File: src/rtl/core/ett_pkg.sv
package ett_pkg;

   localparam int CHANNELS   = 3;
   localparam int CH_W       = (CHANNELS > 1) ? $clog2(CHANNELS) : 1;

   localparam int COUNT_W    = 16;
   localparam int TIME_W     = 16;
   localparam int ANGLE_W    = 48;
   localparam int SPEED_W    = 32;
   localparam int MOD_W      = 17;
   localparam int SCALE_W    = 32;
   localparam int DATA_W     = 32;
   localparam int ADDR_W     = 4;

   // Corrected count delta and its magnitude.
   localparam int DELTA_W    = 19;
   localparam int MAG_W      = 17;

   // Wrap threshold is modulus / 10, formed as a multiply by a reciprocal.
   localparam int THR_W        = 14;
   localparam int RECIP_W      = 20;
   localparam int RECIP_SHIFT  = 23;
   localparam logic [RECIP_W-1:0] RECIP_TEN = 20'd838861;

   localparam int PROD_W     = 2 * SCALE_W;
   localparam int STEP_W     = MAG_W + SCALE_W - 16 + 1;
   localparam logic [SCALE_W-1:0] MS_PER_S = 32'd1000;
   localparam int NUM_W      = 61;
   localparam int DIVIDEND_W = NUM_W - 16;

   localparam logic [MOD_W-1:0]   WRAP_MODULUS_RESET   = 17'd65536;
   localparam logic [SCALE_W-1:0] POSITION_SCALE_RESET = 32'd674310;
   localparam logic [SCALE_W-1:0] VELOCITY_SCALE_RESET = 32'd67431;
   localparam logic [THR_W-1:0]   THRESHOLD_RESET      = 14'd6553;

   localparam logic [SPEED_W-1:0] SPEED_POS_MAX = {1'b0, {(SPEED_W-1){1'b1}}};
   localparam logic [SPEED_W-1:0] SPEED_NEG_MAG = {1'b1, {(SPEED_W-1){1'b0}}};

   typedef enum logic [1:0] {
      REG_WRAP_MODULUS   = 2'd0,
      REG_POSITION_SCALE = 2'd1,
      REG_VELOCITY_SCALE = 2'd2
   } reg_index_type;

endpackage

File: src/rtl/core/ett_if.sv
interface ett_req_if;
   logic                            valid;
   logic                            ready;
   logic [ett_pkg::COUNT_W-1:0]     count_a;
   logic [ett_pkg::COUNT_W-1:0]     count_b;
   logic [ett_pkg::COUNT_W-1:0]     count_c;
   logic [ett_pkg::TIME_W-1:0]      time_ms;

   modport source (output valid, count_a, count_b, count_c, time_ms, input ready);
   modport sink (input valid, count_a, count_b, count_c, time_ms, output ready);
endinterface

interface ett_rsp_if;
   logic                               valid;
   logic                               ready;
   logic signed [ett_pkg::ANGLE_W-1:0] angle_a;
   logic signed [ett_pkg::ANGLE_W-1:0] angle_b;
   logic signed [ett_pkg::ANGLE_W-1:0] angle_c;
   logic signed [ett_pkg::SPEED_W-1:0] speed_a;
   logic signed [ett_pkg::SPEED_W-1:0] speed_b;
   logic signed [ett_pkg::SPEED_W-1:0] speed_c;
   logic                               speed_valid;

   modport source (output valid, angle_a, angle_b, angle_c, speed_a, speed_b, speed_c,
                   speed_valid, input ready);
   modport sink (input valid, angle_a, angle_b, angle_c, speed_a, speed_b, speed_c,
                 speed_valid, output ready);
endinterface

File: src/rtl/core/ett_divider.sv
module ett_divider (
   input  logic                               clock,
   input  logic                               reset,
   input  logic                               start,
   input  logic [ett_pkg::DIVIDEND_W-1:0]     dividend,
   input  logic [ett_pkg::TIME_W-1:0]         divisor,
   output logic                               done,
   output logic [ett_pkg::DIVIDEND_W-1:0]     quotient
);

   localparam int CNT_W = $clog2(ett_pkg::DIVIDEND_W + 1);
   localparam logic [CNT_W-1:0] LAST_STEP = CNT_W'(ett_pkg::DIVIDEND_W - 1);

   logic                              busy_ff;
   logic                              done_ff;
   logic [CNT_W-1:0]                  count_ff;
   logic [ett_pkg::DIVIDEND_W-1:0]    work_ff;
   logic [ett_pkg::TIME_W-1:0]        rem_ff;
   logic [ett_pkg::TIME_W-1:0]        div_ff;
   logic [ett_pkg::TIME_W:0]          trial_in;
   logic [ett_pkg::TIME_W:0]          diff_in;
   logic                              fits_in;

   assign trial_in = {rem_ff, work_ff[ett_pkg::DIVIDEND_W-1]};
   assign diff_in  = trial_in - {1'b0, div_ff};
   assign fits_in  = trial_in >= {1'b0, div_ff};

   always_ff @(posedge clock) begin
      if (reset) begin
         busy_ff  <= 1'b0;
         done_ff  <= 1'b0;
         count_ff <= '0;
      end else begin
         done_ff <= 1'b0;
         if (start) begin
            busy_ff  <= 1'b1;
            count_ff <= '0;
            work_ff  <= dividend;
            rem_ff   <= '0;
            div_ff   <= divisor;
         end else if (busy_ff) begin
            work_ff  <= {work_ff[ett_pkg::DIVIDEND_W-2:0], fits_in};
            rem_ff   <= fits_in ? diff_in[ett_pkg::TIME_W-1:0]
                                : trial_in[ett_pkg::TIME_W-1:0];
            count_ff <= count_ff + 1'b1;
            if (count_ff == LAST_STEP) begin
               busy_ff <= 1'b0;
               done_ff <= 1'b1;
            end
         end
      end
   end

   assign done     = done_ff;
   assign quotient = work_ff;

endmodule

File: src/rtl/core/encoder_odometry_tracker.sv
// Channels are processed in turn with one shared 32x32 multiplier and a 45-step restoring
// divider, which is run once per channel and skipped when the time delta is zero.
// The input is accepted only while the sequencer is idle; a finished result waits in
// the output register. Synchronous active-high reset restores register defaults, clears
// angles, counts and timestamp, and marks the next packet as the first sample.
module encoder_odometry_tracker (
   input  logic                          clock,
   input  logic                          reset,
   ett_req_if.sink                       req_chan,
   ett_rsp_if.source                     rsp_chan,
   input  logic                          psel,
   input  logic                          penable,
   input  logic                          pwrite,
   input  logic [ett_pkg::ADDR_W-1:0]    paddr,
   input  logic [ett_pkg::DATA_W-1:0]    pwdata,
   output logic [ett_pkg::DATA_W-1:0]    prdata,
   output logic                          pready
);

   typedef enum logic [2:0] {
      IDLE,
      DELTA,
      MUL_POS,
      ANGLE,
      MUL_VEL,
      DIV_LOAD,
      DIV_WAIT,
      FINISH
   } state_type;

   localparam int CHANNELS = ett_pkg::CHANNELS;
   localparam logic [ett_pkg::CH_W-1:0] LAST_CH = ett_pkg::CH_W'(CHANNELS - 1);

   state_type                            state_ff;
   logic [ett_pkg::CH_W-1:0]             ch_ff;

   logic [ett_pkg::MOD_W-1:0]            wrap_modulus_ff;
   logic [ett_pkg::SCALE_W-1:0]          position_scale_ff;
   logic [ett_pkg::SCALE_W-1:0]          velocity_scale_ff;
   logic [ett_pkg::THR_W-1:0]            threshold_ff;

   logic [ett_pkg::COUNT_W-1:0]          prev_count_ff [CHANNELS];
   logic [ett_pkg::COUNT_W-1:0]          count_ff [CHANNELS];
   logic [ett_pkg::TIME_W-1:0]           prev_time_ff;
   logic [ett_pkg::TIME_W-1:0]           dt_ff;
   logic                                 first_ff;
   logic [ett_pkg::ANGLE_W-1:0]          angle_ff [CHANNELS];
   logic [ett_pkg::SPEED_W-1:0]          speed_ff [CHANNELS];

   logic                                 neg_ff;
   logic [ett_pkg::MAG_W-1:0]            mag_ff;
   logic [ett_pkg::PROD_W-1:0]           prod_ff;

   logic                                 rsp_valid_ff;
   logic [ett_pkg::ANGLE_W-1:0]          rsp_angle_ff [CHANNELS];
   logic [ett_pkg::SPEED_W-1:0]          rsp_speed_ff [CHANNELS];
   logic                                 rsp_speed_valid_ff;

   logic [ett_pkg::COUNT_W-1:0]          cur_in;
   logic [ett_pkg::COUNT_W-1:0]          prev_in;
   logic signed [ett_pkg::DELTA_W-1:0]   d0_in;
   logic signed [ett_pkg::DELTA_W-1:0]   d1_in;
   logic signed [ett_pkg::DELTA_W-1:0]   d2_in;
   logic signed [ett_pkg::DELTA_W-1:0]   mod_in;
   logic signed [ett_pkg::DELTA_W-1:0]   thr_in;
   logic signed [ett_pkg::DELTA_W-1:0]   delta_in;
   logic [ett_pkg::DELTA_W-1:0]          abs_in;
   logic [ett_pkg::MOD_W+ett_pkg::RECIP_W-1:0] thr_prod_in;

   logic [ett_pkg::SCALE_W-1:0]          mult_a_in;
   logic [ett_pkg::SCALE_W-1:0]          mult_b_in;
   logic [ett_pkg::PROD_W-1:0]           product_in;

   logic [ett_pkg::MAG_W+ett_pkg::SCALE_W:0] step_sum_in;
   logic [ett_pkg::STEP_W-1:0]           step_in;
   logic [ett_pkg::ANGLE_W-1:0]          angle_in;

   logic [ett_pkg::NUM_W-1:0]            num_in;
   logic                                 div_start;
   logic                                 div_done;
   logic [ett_pkg::DIVIDEND_W-1:0]       div_quotient;
   logic [ett_pkg::SPEED_W-1:0]          speed_mag_in;
   logic [ett_pkg::SPEED_W-1:0]          speed_in;
   logic                                 csr_write;

   assign csr_write   = psel && penable && pwrite;
   assign thr_prod_in = {{ett_pkg::RECIP_W{1'b0}}, pwdata[ett_pkg::MOD_W-1:0]}
                        * {{ett_pkg::MOD_W{1'b0}}, ett_pkg::RECIP_TEN};

   // Per-channel count delta with counter wrap correction.
   always_comb begin
      cur_in   = count_ff[ch_ff];
      prev_in  = prev_count_ff[ch_ff];
      d0_in    = $signed({{(ett_pkg::DELTA_W-ett_pkg::COUNT_W){1'b0}}, cur_in})
               - $signed({{(ett_pkg::DELTA_W-ett_pkg::COUNT_W){1'b0}}, prev_in});
      mod_in   = $signed({{(ett_pkg::DELTA_W-ett_pkg::MOD_W){1'b0}}, wrap_modulus_ff});
      thr_in   = $signed({{(ett_pkg::DELTA_W-ett_pkg::THR_W){1'b0}}, threshold_ff});
      d1_in    = (d0_in > thr_in) ? d0_in - mod_in : d0_in;
      d2_in    = (d1_in < -thr_in) ? d1_in + mod_in : d1_in;
      delta_in = first_ff ? '0 : d2_in;
      abs_in   = delta_in[ett_pkg::DELTA_W-1] ? -delta_in : delta_in;
   end

   always_comb begin
      unique case (state_ff)
         MUL_POS: begin
            mult_a_in = {{(ett_pkg::SCALE_W-ett_pkg::MAG_W){1'b0}}, mag_ff};
            mult_b_in = position_scale_ff;
         end
         ANGLE: begin
            mult_a_in = {{(ett_pkg::SCALE_W-ett_pkg::MAG_W){1'b0}}, mag_ff};
            mult_b_in = ett_pkg::MS_PER_S;
         end
         MUL_VEL: begin
            mult_a_in = prod_ff[ett_pkg::SCALE_W-1:0];
            mult_b_in = velocity_scale_ff;
         end
         default: begin
            mult_a_in = '0;
            mult_b_in = '0;
         end
      endcase
   end

   assign product_in = {{ett_pkg::SCALE_W{1'b0}}, mult_a_in}
                     * {{ett_pkg::SCALE_W{1'b0}}, mult_b_in};

   // Angle increment: Q.32 product rounded half up to Q.16 on the magnitude.
   assign step_sum_in = {1'b0, prod_ff[ett_pkg::MAG_W+ett_pkg::SCALE_W-1:0]}
                      + (ett_pkg::MAG_W+ett_pkg::SCALE_W+1)'(32768);
   assign step_in     = step_sum_in[ett_pkg::MAG_W+ett_pkg::SCALE_W:16];
   assign angle_in    = neg_ff
      ? angle_ff[ch_ff] - {{(ett_pkg::ANGLE_W-ett_pkg::STEP_W){1'b0}}, step_in}
      : angle_ff[ch_ff] + {{(ett_pkg::ANGLE_W-ett_pkg::STEP_W){1'b0}}, step_in};

   // Rounded speed quotient: (num + dt * 2^15) / (dt * 2^16) taken as a division by dt.
   assign num_in    = {1'b0, prod_ff[ett_pkg::NUM_W-2:0]}
                    + {{(ett_pkg::NUM_W-ett_pkg::TIME_W-15){1'b0}}, dt_ff, 15'b0};
   assign div_start = (state_ff == DIV_LOAD) && (dt_ff != '0);

   ett_divider u_divider (
      .clock    (clock),
      .reset    (reset),
      .start    (div_start),
      .dividend (num_in[ett_pkg::NUM_W-1:16]),
      .divisor  (dt_ff),
      .done     (div_done),
      .quotient (div_quotient)
   );

   always_comb begin
      if (neg_ff) begin
         speed_mag_in = (div_quotient > {{(ett_pkg::DIVIDEND_W-ett_pkg::SPEED_W){1'b0}},
                                         ett_pkg::SPEED_NEG_MAG})
                        ? ett_pkg::SPEED_NEG_MAG : div_quotient[ett_pkg::SPEED_W-1:0];
         speed_in     = -speed_mag_in;
      end else begin
         speed_mag_in = (div_quotient > {{(ett_pkg::DIVIDEND_W-ett_pkg::SPEED_W){1'b0}},
                                         ett_pkg::SPEED_POS_MAX})
                        ? ett_pkg::SPEED_POS_MAX : div_quotient[ett_pkg::SPEED_W-1:0];
         speed_in     = speed_mag_in;
      end
   end

   always_ff @(posedge clock) begin
      if (reset) begin
         state_ff          <= IDLE;
         ch_ff             <= '0;
         wrap_modulus_ff   <= ett_pkg::WRAP_MODULUS_RESET;
         position_scale_ff <= ett_pkg::POSITION_SCALE_RESET;
         velocity_scale_ff <= ett_pkg::VELOCITY_SCALE_RESET;
         threshold_ff      <= ett_pkg::THRESHOLD_RESET;
         prev_time_ff      <= '0;
         first_ff          <= 1'b1;
         rsp_valid_ff      <= 1'b0;
         for (int i = 0; i < CHANNELS; i++) begin
            prev_count_ff[i] <= '0;
            angle_ff[i]      <= '0;
         end
      end else begin
         if (csr_write) begin
            case (paddr[ett_pkg::ADDR_W-1:2])
               ett_pkg::REG_WRAP_MODULUS: begin
                  wrap_modulus_ff <= pwdata[ett_pkg::MOD_W-1:0];
                  threshold_ff    <= thr_prod_in[ett_pkg::RECIP_SHIFT +: ett_pkg::THR_W];
               end
               ett_pkg::REG_POSITION_SCALE: begin
                  position_scale_ff <= pwdata[ett_pkg::SCALE_W-1:0];
               end
               ett_pkg::REG_VELOCITY_SCALE: begin
                  velocity_scale_ff <= pwdata[ett_pkg::SCALE_W-1:0];
               end
               default: begin
               end
            endcase
         end

         if (rsp_valid_ff && rsp_chan.ready && (state_ff != FINISH)) begin
            rsp_valid_ff <= 1'b0;
         end

         unique case (state_ff)
            IDLE: begin
               if (req_chan.valid) begin
                  count_ff[0]  <= req_chan.count_a;
                  count_ff[1]  <= req_chan.count_b;
                  count_ff[2]  <= req_chan.count_c;
                  dt_ff        <= req_chan.time_ms - prev_time_ff;
                  prev_time_ff <= req_chan.time_ms;
                  ch_ff        <= '0;
                  state_ff     <= DELTA;
               end
            end
            DELTA: begin
               neg_ff                <= delta_in[ett_pkg::DELTA_W-1];
               mag_ff                <= abs_in[ett_pkg::MAG_W-1:0];
               prev_count_ff[ch_ff]  <= count_ff[ch_ff];
               state_ff              <= MUL_POS;
            end
            MUL_POS: begin
               prod_ff  <= product_in;
               state_ff <= ANGLE;
            end
            ANGLE: begin
               angle_ff[ch_ff] <= angle_in;
               prod_ff         <= product_in;
               state_ff        <= MUL_VEL;
            end
            MUL_VEL: begin
               prod_ff  <= product_in;
               state_ff <= DIV_LOAD;
            end
            DIV_LOAD: begin
               if (dt_ff == '0) begin
                  speed_ff[ch_ff] <= '0;
                  if (ch_ff == LAST_CH) begin
                     state_ff <= FINISH;
                  end else begin
                     ch_ff    <= ch_ff + 1'b1;
                     state_ff <= DELTA;
                  end
               end else begin
                  state_ff <= DIV_WAIT;
               end
            end
            DIV_WAIT: begin
               if (div_done) begin
                  speed_ff[ch_ff] <= speed_in;
                  if (ch_ff == LAST_CH) begin
                     state_ff <= FINISH;
                  end else begin
                     ch_ff    <= ch_ff + 1'b1;
                     state_ff <= DELTA;
                  end
               end
            end
            FINISH: begin
               if (!rsp_valid_ff || rsp_chan.ready) begin
                  for (int i = 0; i < CHANNELS; i++) begin
                     rsp_angle_ff[i] <= angle_ff[i];
                     rsp_speed_ff[i] <= speed_ff[i];
                  end
                  rsp_speed_valid_ff <= dt_ff != '0;
                  rsp_valid_ff       <= 1'b1;
                  first_ff           <= 1'b0;
                  state_ff           <= IDLE;
               end
            end
            default: begin
               state_ff <= IDLE;
            end
         endcase
      end
   end

   always_comb begin
      case (paddr[ett_pkg::ADDR_W-1:2])
         ett_pkg::REG_WRAP_MODULUS:
            prdata = {{(ett_pkg::DATA_W-ett_pkg::MOD_W){1'b0}}, wrap_modulus_ff};
         ett_pkg::REG_POSITION_SCALE:
            prdata = position_scale_ff;
         ett_pkg::REG_VELOCITY_SCALE:
            prdata = velocity_scale_ff;
         default:
            prdata = '0;
      endcase
   end

   assign pready = 1'b1;

   assign req_chan.ready       = (state_ff == IDLE);
   assign rsp_chan.valid       = rsp_valid_ff;
   assign rsp_chan.angle_a     = $signed(rsp_angle_ff[0]);
   assign rsp_chan.angle_b     = $signed(rsp_angle_ff[1]);
   assign rsp_chan.angle_c     = $signed(rsp_angle_ff[2]);
   assign rsp_chan.speed_a     = $signed(rsp_speed_ff[0]);
   assign rsp_chan.speed_b     = $signed(rsp_speed_ff[1]);
   assign rsp_chan.speed_c     = $signed(rsp_speed_ff[2]);
   assign rsp_chan.speed_valid = rsp_speed_valid_ff;

endmodule

File: src/flat_wrapper.sv
// flat-port wrapper written by rule: the top's interface ports become plain ports
module encoder_odometry_tracker_flat 
  (clock, reset, psel, penable, pwrite, paddr, pwdata, prdata, pready, req_chan_valid, req_chan_count_a, req_chan_count_b, req_chan_count_c, req_chan_time_ms, req_chan_ready, rsp_chan_valid, rsp_chan_angle_a, rsp_chan_angle_b, rsp_chan_angle_c, rsp_chan_speed_a, rsp_chan_speed_b, rsp_chan_speed_c, rsp_chan_speed_valid, rsp_chan_ready);
  ett_req_if req_chan_i ();
  ett_rsp_if rsp_chan_i ();
  input  logic clock;
  input  logic reset;
  input  logic psel;
  input  logic penable;
  input  logic pwrite;
  input  logic [ett_pkg::ADDR_W-1:0] paddr;
  input  logic [ett_pkg::DATA_W-1:0] pwdata;
  output logic [ett_pkg::DATA_W-1:0] prdata;
  output logic pready;
  input wire logic [$bits(req_chan_i.valid)-1:0] req_chan_valid;
  input wire logic [$bits(req_chan_i.count_a)-1:0] req_chan_count_a;
  input wire logic [$bits(req_chan_i.count_b)-1:0] req_chan_count_b;
  input wire logic [$bits(req_chan_i.count_c)-1:0] req_chan_count_c;
  input wire logic [$bits(req_chan_i.time_ms)-1:0] req_chan_time_ms;
  output wire logic [$bits(req_chan_i.ready)-1:0] req_chan_ready;
  output wire logic [$bits(rsp_chan_i.valid)-1:0] rsp_chan_valid;
  output wire logic [$bits(rsp_chan_i.angle_a)-1:0] rsp_chan_angle_a;
  output wire logic [$bits(rsp_chan_i.angle_b)-1:0] rsp_chan_angle_b;
  output wire logic [$bits(rsp_chan_i.angle_c)-1:0] rsp_chan_angle_c;
  output wire logic [$bits(rsp_chan_i.speed_a)-1:0] rsp_chan_speed_a;
  output wire logic [$bits(rsp_chan_i.speed_b)-1:0] rsp_chan_speed_b;
  output wire logic [$bits(rsp_chan_i.speed_c)-1:0] rsp_chan_speed_c;
  output wire logic [$bits(rsp_chan_i.speed_valid)-1:0] rsp_chan_speed_valid;
  input wire logic [$bits(rsp_chan_i.ready)-1:0] rsp_chan_ready;
  assign req_chan_i.valid = req_chan_valid;
  assign req_chan_i.count_a = req_chan_count_a;
  assign req_chan_i.count_b = req_chan_count_b;
  assign req_chan_i.count_c = req_chan_count_c;
  assign req_chan_i.time_ms = req_chan_time_ms;
  assign req_chan_ready = req_chan_i.ready;
  assign rsp_chan_valid = rsp_chan_i.valid;
  assign rsp_chan_angle_a = rsp_chan_i.angle_a;
  assign rsp_chan_angle_b = rsp_chan_i.angle_b;
  assign rsp_chan_angle_c = rsp_chan_i.angle_c;
  assign rsp_chan_speed_a = rsp_chan_i.speed_a;
  assign rsp_chan_speed_b = rsp_chan_i.speed_b;
  assign rsp_chan_speed_c = rsp_chan_i.speed_c;
  assign rsp_chan_speed_valid = rsp_chan_i.speed_valid;
  assign rsp_chan_i.ready = rsp_chan_ready;
  encoder_odometry_tracker u_core (.clock(clock), .reset(reset), .req_chan(req_chan_i), .rsp_chan(rsp_chan_i), .psel(psel), .penable(penable), .pwrite(pwrite), .paddr(paddr), .pwdata(pwdata), .prdata(prdata), .pready(pready));
endmodule
File: config.mk
export PLATFORM = sky130hd
export DESIGN_NAME = encoder_odometry_tracker_flat
export DESIGN_NICKNAME = d
export VERILOG_FILES = /design/src/rtl/core/ett_pkg.sv /design/src/rtl/core/ett_if.sv /design/src/rtl/core/ett_divider.sv /design/src/rtl/core/encoder_odometry_tracker.sv /design/src/flat_wrapper.sv
export SDC_FILE = /design/constraint.sdc
export NUM_CORES = 2
export LEC_CHECK = 0
export CAP_MARGIN = 40
export CORE_MARGIN = 8
export CORE_UTILIZATION = 47
export CTS_CLUSTER_SIZE = 14
export DETAILED_ROUTE_END_ITERATION = 16
export DONT_BUFFER_PORTS = 1
export PLACE_DENSITY_LB_ADDON = 0.12
export SLEW_MARGIN = 10
export SYNTH_ARGS = -nofsm -noshare
export SYNTH_HDL_FRONTEND = slang
export SYNTH_HIERARCHICAL = 1
export SYNTH_SLANG_ARGS = --single-unit
File: constraint.sdc
create_clock -name clock -period 23.9 [get_ports clock]
set_input_delay 2.39 -clock clock [delete_from_list [all_inputs] [get_ports clock]]
set_output_delay 2.39 -clock clock [all_outputs]
set_load 0.005 [all_outputs]
==> metrics <==
GRT Total Usage 26.5%; Hold Path Class reg -> reg; CP peak stage delay 0.89 ns; fraction of layout cells with a size suffix above 1 6.56%; largest net degree at the start of global routing 162; count of flip-flops with a built-in enable after synthesis 812; Via Count 58300; number of synthesized register bits 940; register clock-pin slew on the reported worst setup and hold paths 0.06 ns; vias in the first global route 60400; total power 5.27 mW; CTS sink count 940; crit-path max FO 50; Combinational Power Share 34.1%; shortest clock period the worst path allows after layout 11.11 ns; adder-cell share of the synthesized area 32.3%; starting density of the core 47.2%; GPL Wtd Cong 0.919; Worst Path Required 24.48 ns; DRT Pass-1 Iters 6; DP Area 85300 um^2; Die Wd 434 um; dpl hpwl 194 mm; Hold WS 0.352 ns; Least-Margin Pin Slew 1.11 ns; max cap viols 0; Sw Ratio 35.5%; Pint 3.40 mW; syn nets 9741; synth warn 6; TritonCTS clock tree done; commonest register cell after synthesis edfxtp_1; clk_lat worst skew 0.77 ns; clock network fraction of total power 29.7%; Num CTS Buffers 101; number of cells on the worst hold path 0; Register-to-Register Path Depth 38; area delta synth->final 8.07%; H-tree depth 3; Synth cell types 100; synthesized instance count 8105; nets 9658; setup slack, reg-to-reg 12.79 ns; Slew Viols, Final 0; PwrDens 59.4 nW/um^2; beginning of the worst hold path u_core/speed_ff[2][21]; # rows 153; async set-or-reset flop fraction in the synthesized netlist 0%; final hold violations 0; Avg Inst Size Synth 10.1 um^2; post-cts sizing count 0; post-synthesis simple-gate area fraction 12.3%; Detail Route Antenna Nets 0; Final Setup Violations 0; RSZ-0062 raised after global routing false; gr ovfl total 0; Port Buffers 0; DIE AREA 188000 um^2; P_leak 38.1 nW; most frequent cells in the layout 1342 x inv_1, 1021 x nand2_1, 980 x fa_1; Worst R2R End u_core/mag_ff[16]; CP Data Arrival Time 11.68 ns; sequential share of the synthesized area 32.8%; Crit Path Class reg -> reg; DR DRC count 0; status completed; largest family of logic cells by synthesized area adder cells; Crit. End Element flip-flop; worst-case clock skew 0.113 ns; initial DRC count 4707; first-pass GRT wire length 377 mm; Post-Syn Area 82100 um^2; commonest non-fill, non-tap cell in the layout inv_1; Sum Neg Setup Slack 0 ns; final instance area 88700 um^2; initial antenna violation count 7; Reg power frac 36.1%; WL final 252 mm; Core Region 174000 um^2; Tcrit/Tclk final 46.5%; mean routed wirelength per cell 24.2 um; switching power 1.87 mW; Root Buffer clkbuf_16; DIE HEIGHT 434 um; routed vias/inst 5.58; IR drop worst, VDD 0.149 mV; Max clock buf depth 3; Most common cell on crit path ha_1; mux contribution to synthesized area 3.17%; setup bufs post-CTS 0; Hold EP u_core/rsp_speed_ff[0][85]; Fmax 90.0 MHz; Synth Area in XOR/XNOR 3.31%; Slowest cell on crit path dfxtp_4; Synth Area in Compound Gates 8.33%; Post-CTS Hold Buffers 0; Critical Path Start Type flip-flop; # IOs 383; Slew headroom 26.3%
==> Yosys cell counts, drive strengths merged (55+ instances only) <==
| master | number | area (um^2) |
|---|---|---|
| xor2 | 113 | 990 |
| nand3 | 78 | 395 |
| nor2 | 897 | 3370 |
| a21oi | 358 | 1800 |
| dfxtp | 128 | 2560 |
| edfxtp | 812 | 24400 |
| fa | 980 | 19600 |
| a22o | 69 | 604 |
| ha | 549 | 6870 |
| xnor2 | 195 | 1710 |
| nor3 | 68 | 360 |
| mux2 | 55 | 623 |
| nand2 | 1027 | 3850 |
| a21o | 101 | 758 |
| clkbuf | 314 | 1180 |
| mux4 | 64 | 1440 |
| inv | 1345 | 5050 |
| o21ai | 203 | 1020 |
==> cells by family (layout without fill, tap and decap cells) <==
logic type	Yosys count	in the layout
xor gates and xnor gates	309	309
buffers and inverters	1704	1703
adders and majority gates	1529	1529
other	1	14
and+or+nand+nor	2384	2384
muxes	173	173
AOI/OAI and AO/OA	1065	1065
DFF	940	940
==> per-layer routing <==
metal,wire (um),vias up,GRT usage [%]
met2,122000,2030,45.0
met4,10700,4,10.0
met1,102000,29600,33.9
met3,17700,479,4.88
li1,-,26200,-
met5,76,-,0.282
==> critical path: cells and delay by family, from the launching register on <==
kind | cells | cell delay [ns]
compound gates | 15 | 4.10
fa+ha+maj | 5 | 1.68
mux | 1 | 0.14
flops | 1 | 0.89
xor+xnor | 2 | 0.47
simple gates | 12 | 2.65
buf+inv | 3 | 0.93
==> state kept, by name, summed over array words and instances, names as in the netlist, 3 cells and up, named ones only <==
register	cells
u_core/angle_ff	192
u_core/rsp_angle_ff	144
u_core/rsp_speed_ff	96
u_core/speed_ff	96
u_core/prev_count_ff	64
u_core/prod_ff	60
u_core/count_ff	48
u_core/u_divider/quotient	45
u_core/position_scale_ff	32
u_core/velocity_scale_ff	32
u_core/mag_ff	17
u_core/wrap_modulus_ff	17
u_core/dt_ff	16
u_core/prev_time_ff	16
u_core/u_divider/div_ff	16
u_core/u_divider/rem_ff	16
u_core/threshold_ff	14
u_core/u_divider/count_ff	6
u_core/state_ff	3
==> metrics by stage <==
step / std cells / util, % / worst slack [ns]
after floorplan: 8105 / - / 3.82
after global placement: 10200 / 48.8 / 12.58
after detailed placement: 10200 / 49.1 / 12.86
after CTS: 10400 / 51.0 / 12.82
after global routing: 10400 / 51.1 / 12.30
final: 10400 / 51.1 / 12.79
==> power groups by stage <==
| stage | clock, mW | sequential [mW] | combinational (mW) |
|---|---|---|---|
| floorplan | 0 | 1.90 | 1.28 |
| global placement | 0 | 1.94 | 1.75 |
| detailed placement | 0 | 1.94 | 1.78 |
| CTS | 1.61 | 1.90 | 1.80 |
| global route | 1.66 | 1.91 | 2.02 |
| finish | 1.57 | 1.90 | 1.80 |
==> worst max-delay path by stage <==
stage,depth (start not counted),slack (ns),to
5_1_grt,37,12.30,u_core/mag_ff[16]
4_1_cts,38,12.82,u_core/mag_ff[16]
3_5_place_dp,38,12.86,u_core/mag_ff[16]
3_3_place_gp,35,12.58,u_core/mag_ff[16]
2_1_floorplan,3,3.82,u_core/rsp_angle_ff[0][0]
6_report,38,12.79,u_core/mag_ff[16]
==> final cells by class <==
class                   count  area [um^2]
clock inverters            49          597
diodes                     13         32.5
repair buffers            173         1550
multi-input cells        5461        48900
flip-flops and latches    940        27000
fillers                 16000        85100
clock buffers             136         2740
well taps                2325         2910
inverters                1345         5050
Power figures use the tool's default switching activity.
